File: src/rtl/core/lpm_pkg.sv
// ----------------------------------------------------------------------------
// lpm_pkg: shared types and constants of the route table
// Holds the request and status codes and the controller/datapath links.
// ----------------------------------------------------------------------------
`default_nettype none
package lpm_pkg;
    localparam int SLOTS   = 64;
    localparam int SLOT_W  = 6;

    typedef enum logic [1:0] {
        REQ_ADD    = 2'd0,
        REQ_DEL    = 2'd1,
        REQ_LOOKUP = 2'd2,
        REQ_NONE   = 2'd3
    } req_t;

    typedef enum logic [1:0] {
        ST_OK       = 2'd0,
        ST_NOTFOUND = 2'd1,
        ST_FULL     = 2'd2
    } status_t;

    typedef struct packed {
        logic load;
        logic scan;
        logic finish;
    } lpm_cmd_t;

    typedef struct packed {
        logic last;
    } lpm_sts_t;
endpackage
`default_nettype wire

File: src/rtl/core/lpm_ctrl.sv
// ----------------------------------------------------------------------------
// lpm_ctrl: request sequencer
// Load a request, scan all slots one a cycle, then finish and strobe.
// ----------------------------------------------------------------------------
`default_nettype none
module lpm_ctrl
    import lpm_pkg::*;
(
    input  wire logic     clk,
    input  wire logic     rst_n,
    input  wire logic     start,
    output logic          busy,
    output lpm_cmd_t      cmd,
    input  wire lpm_sts_t sts
);
    typedef enum logic [3:0] {
        S_IDLE = 4'b0001,
        S_LOAD = 4'b0010,
        S_SCAN = 4'b0100,
        S_DONE = 4'b1000
    } state_t;

    state_t state_reg, state_next;

    always_comb
    begin
        state_next = state_reg;
        cmd        = '0;
        unique case (state_reg)
            S_IDLE:
            begin
                if (start)
                begin
                    cmd.load   = 1'b1;
                    state_next = S_LOAD;
                end
            end
            S_LOAD:
            begin
                cmd.scan       = 1'b1;
                state_next     = S_SCAN;
            end
            S_SCAN:
            begin
                if (sts.last)
                    state_next = S_DONE;
                else
                    cmd.scan = 1'b1;
            end
            S_DONE:
            begin
                cmd.finish = 1'b1;
                state_next = S_IDLE;
            end
            default: state_next = S_IDLE;
        endcase
    end

    // advance only on the last scanned slot; idx held in the datapath
    assign busy = (state_reg != S_IDLE);

    always_ff @(posedge clk or negedge rst_n)
    begin
        if (!rst_n)
            state_reg <= S_IDLE;
        else
            state_reg <= state_next;
    end
endmodule
`default_nettype wire

File: config.mk
export PLATFORM = sky130hd
export DESIGN_NAME = lpm_ctrl
export DESIGN_NICKNAME = d
export VERILOG_FILES = /design/src/rtl/core/lpm_pkg.sv /design/src/rtl/core/lpm_ctrl.sv
export SDC_FILE = /design/constraint.sdc
export NUM_CORES = 1
export LEC_CHECK = 0
export ABC_AREA = 1
export BUFFER_PORTS_ARGS = -buffer_cell sky130_fd_sc_hd__buf_4
export CAP_MARGIN = 20
export CELL_PAD_IN_SITES_DETAIL_PLACEMENT = 0
export CELL_PAD_IN_SITES_GLOBAL_PLACEMENT = 1
export CORE_AREA = 5 5 42 44
export DETAILED_ROUTE_END_ITERATION = 16
export DIE_AREA = 0 0 47 49
export GPL_TIMING_DRIVEN = 0
export PLACE_DENSITY = 0.53
export SYNTH_ARGS = -nofsm -noshare
export SYNTH_HDL_FRONTEND = slang
export SYNTH_SLANG_ARGS = --single-unit
File: constraint.sdc
create_clock -name clk -period 1.4 [get_ports clk]
set_input_delay 0.21 -clock clk [delete_from_list [all_inputs] [get_ports clk]]
set_output_delay 0.21 -clock clk [all_outputs]
set_load 0.05 [all_outputs]
# After elaboration in Yosys (flattened, before gate mapping)
# Cells that the tools add are included.
# totals
regBits,4
out_inout_bits,4
elab_cells,17
# op_classes
n_eq_ne,7
n_mux,8
n_reduce_logical,1
# ops
op,count
case mux 4 bit (3 select lines),1
two-way mux 4 bit,2
equality test 4 x 1 -> 1 bit (second input constant),1
equality test 4 x 2 -> 1 bit (second input constant),1
equality test 4 x 3 -> 1 bit (second input constant),1
equality test 4 bit (second input constant),1
two-way mux 1 bit,4
!= test 2 bit (second input constant),2
!= test 4 x 1 -> 1 bit (second input constant),1
case mux 1 bit (2 select lines),1
AND reduction 2 bit,1

# Logic depth before layout (Yosys ltp)
# depth
word_depth,3
depth_mapped,5
depth_no_buf,5

# Least setup slack after synthesis
# OpenSTA, ideal clock, no wires.
# synth_path
path_type,register to output
startpoint,register state_reg[0]
endpoint,output port cmd[2] (netlist name)
t_arrival_ns,1.591
slack_ns,-0.401
path_stages_with_launch,5
path_cell_list,dfstp_2 -> inv_1 -> nor2_2 -> nand2_2 -> nor2_1
# synth_rtl
item,line,text
start: declaration,lpm_ctrl.sv:23,"state_t state_reg, state_next;"
start signal: assignment,lpm_ctrl.sv:67,state_reg <= state_next;
end: declaration,lpm_ctrl.sv:13,"output lpm_cmd_t cmd,"

==> results.yml <==
run_status:
  status: "finished with violations"
  failed_checks: "setup timing"
drt:
  dr_wl_met2_um: 228
  wl_per_cell_um: 8.42
  vias: 225
  dr.pass1.iters: 2
  wirelength_um: 497
  drc: 0
  vias_per_cell: 3.81
  wl_met1_um: 217
  postRouteAntennaNets: 0
  drt_iter0_drc: 2
  highest_layer: "met3"
  met3WireLength_um: 50
placement:
  pre_cts_ws_ps: 134
  dp_cells: 52
  numPortBuffers: 7
  routabilityCongestion: 0.650
  dp_hpwl_um: 389
grt:
  grt_util_all_layers_pct: 6.00
  antenna_found_initial: 0
  grt_pass1_wl_um: 959
  overflow: 0
  grt_max_degree: 5
  grt_pass1_vias: 243
clock_network:
  clk_pin_slew_ps: 50
  cts_tree: "yes"
  clock_sinks: 4
  cts-buffers-inserted: 3
  cts_root_buffer: "clkbuf_4"
  cts_max_level: 1
  clock_latency_ps: 240
  cts.path.max_buffers: 2
sta:
  final_hold_viol_count: 0
  hold_ws_ps: 171
  period_share_pct: 103
  worstMarginPinSlew_ps: 145
  fin_ws_ps: -43.0
  maxSlewHeadroom_pct: 90.3
  finClkSkew_ps: 12.5
  rsz0062_at_grt: "true"
  fin_crit_ps: 1440
  fmax_ghz: 0.693
  finalSetupViolCount: 2
  maxSlewViolCount: 0
hold_path:
  hold_path.class: "in -> reg"
setup_path:
  critPathMaxFanout: 3
  cp.required_ps: 1190
  startpoint_type: "register"
  end_kind: "primary output"
  max_stage_delay_ps: 530
  cp_top_family: "flip-flops"
  crit_chain: "inv_2 -> nor2_4 -> nand2_2 -> nor2_2 -> buf_6"
  crit_arrival_ps: 1230
  path_class: "reg -> out"
  critPathSlowestCell: "dfstp_2"
  crit_buf_inv: 2
finish:
  instances_no_fill: 59
  nets: 48
  largest_register_ffs: 4
  final_core_util_pct: 26.8
  area_growth_pct: 77.5
  layout-drive-gt1-share_pct: 53.5
  diodes: 0
floorplanning:
  core-area_um2: 1400
  die_height_um: 49
  dieArea_um2: 2300
  initial_utilization_pct: 15.1
  rows: 14
  ios: 8
  fp.dieW_um: 47
synthesis:
  synth_cells: 29
  yosysSeqAreaShare_pct: 47.9
  ys_top_cells_by_area: "dfrtp_1, dfstp_2, inv_1"
  synth.distinct_cells: 10
  synth_fp_nets: 33
  syn_area_per_cell_um2: 7.29
  ys_ff_latch: 4
  netlist_area_um2: 211
  synth_area_leader_cell: "dfrtp_1"
  synth_top_area_share_pct: 35.5
  ys_warn_count: 0
flow_run:
  cap_viol_max_count: 0
power_and_ir_drop:
  peakVddDrop_mv: 0.945
  pwr_density_cell_nw_per_um2: 2410
  p_leak_nw: 0.182
  totalPowerFinal_mw: 0.906
## layout by cell type, fill, tap and decap left out
cell type,n
dfrtp_1,1
nor2_4,2
nand3_2,1
buf_6,3
nor3_2,1
inv_2,1
dlygate4sd3_1,1
clkbuf_4,3
nand3_1,3
clkbuf_1,1
dfrtp_2,2
o21ai_2,1
nor2_1,4
inv_1,5
nand2_2,1
nand2_1,4
nor2_2,1
dfstp_2,1
buf_4,6
o21ai_1,1
## worst reg2reg max path: stages, from the launching register on
cell and delay [ps]:
dfstp_2 530, inv_2 60, nor2_4 90, nand2_2 70, buf_4 130, buf_4 120
nand3_1 70, nand2_1 50
## per-stage QoR
| stage | instance area (µm²) | setup TNS, ps |
|---|---|---|
| floorplan | 223 | -174 |
| global placement | 295 | 0 |
| detailed placement | 295 | 0 |
| CTS | 352 | -189 |
| global route | 375 | -241 |
| finish | 375 | -45.5 |
## power by group
part / internal [mW] / switching [mW]
clock: 0.107 / 0.0511
combinational: 0.206 / 0.325
sequential: 0.169 / 0.0472
total: 0.482 / 0.423
## final cells by class
type | instances | area (µm²)
Clock buffer | 4 | 26.3
Fill cell | 168 | 1030
Inverter | 6 | 22.5
Multi-Input combinational cell | 19 | 114
Sequential cell | 4 | 104
Tap cell | 16 | 20.0
Timing Repair Buffer | 10 | 88.8
## logic make-up after synthesis
group           count (synthesis)  share of synthesized area (%)
compound gates                  2                           4.73
buf+inv                         6                           10.7
simple gates                   17                           36.7
flops                           4                           47.9
## final timing paths
path                                               start                  endpoint  slack, ps  cells past startpoint
worst max-delay path            state_reg[0]$_DFFE_PN1P_                    cmd[2]        -40                      5
worst min-delay path                                 sts  state_reg[2]$_DFFE_PN0P_        170                      2
worst max register to register  state_reg[0]$_DFFE_PN1P_  state_reg[0]$_DFFE_PN1P_        220                      7
worst min register to register  state_reg[1]$_DFFE_PN0P_  state_reg[0]$_DFFE_PN1P_        620                      3
max in group asynchronous                          rst_n  state_reg[0]$_DFFE_PN1P_        900                      2
min in group asynchronous                          rst_n  state_reg[3]$_DFFE_PN0P_        300                      2
## synth_stat cells
cell type / n
dfrtp_1: 3
inv_1: 6
nor2_2: 2
o21ai_1: 2
nand2_1: 4
dfstp_2: 1
nand3_1: 4
nor2_1: 5
nor3_1: 1
nand2_2: 1
## what timing repair did
action,in CTS,in global routing
buffers inserted,1,1
pin swaps,2,2
resized for setup,4,5
hold buffers,1,0
endpoints found under the hold margin,4,0
setup endpoints to repair,3,4
cloned,0,0
## per-layer routing
metal	up-vias	global-route usage, %
met3	0	7.01
met2	11	6.56
met5	-	0
met1	98	8.19
met4	0	0
li1	116	-
No activity file was read; power rests on OpenSTA's default activity.
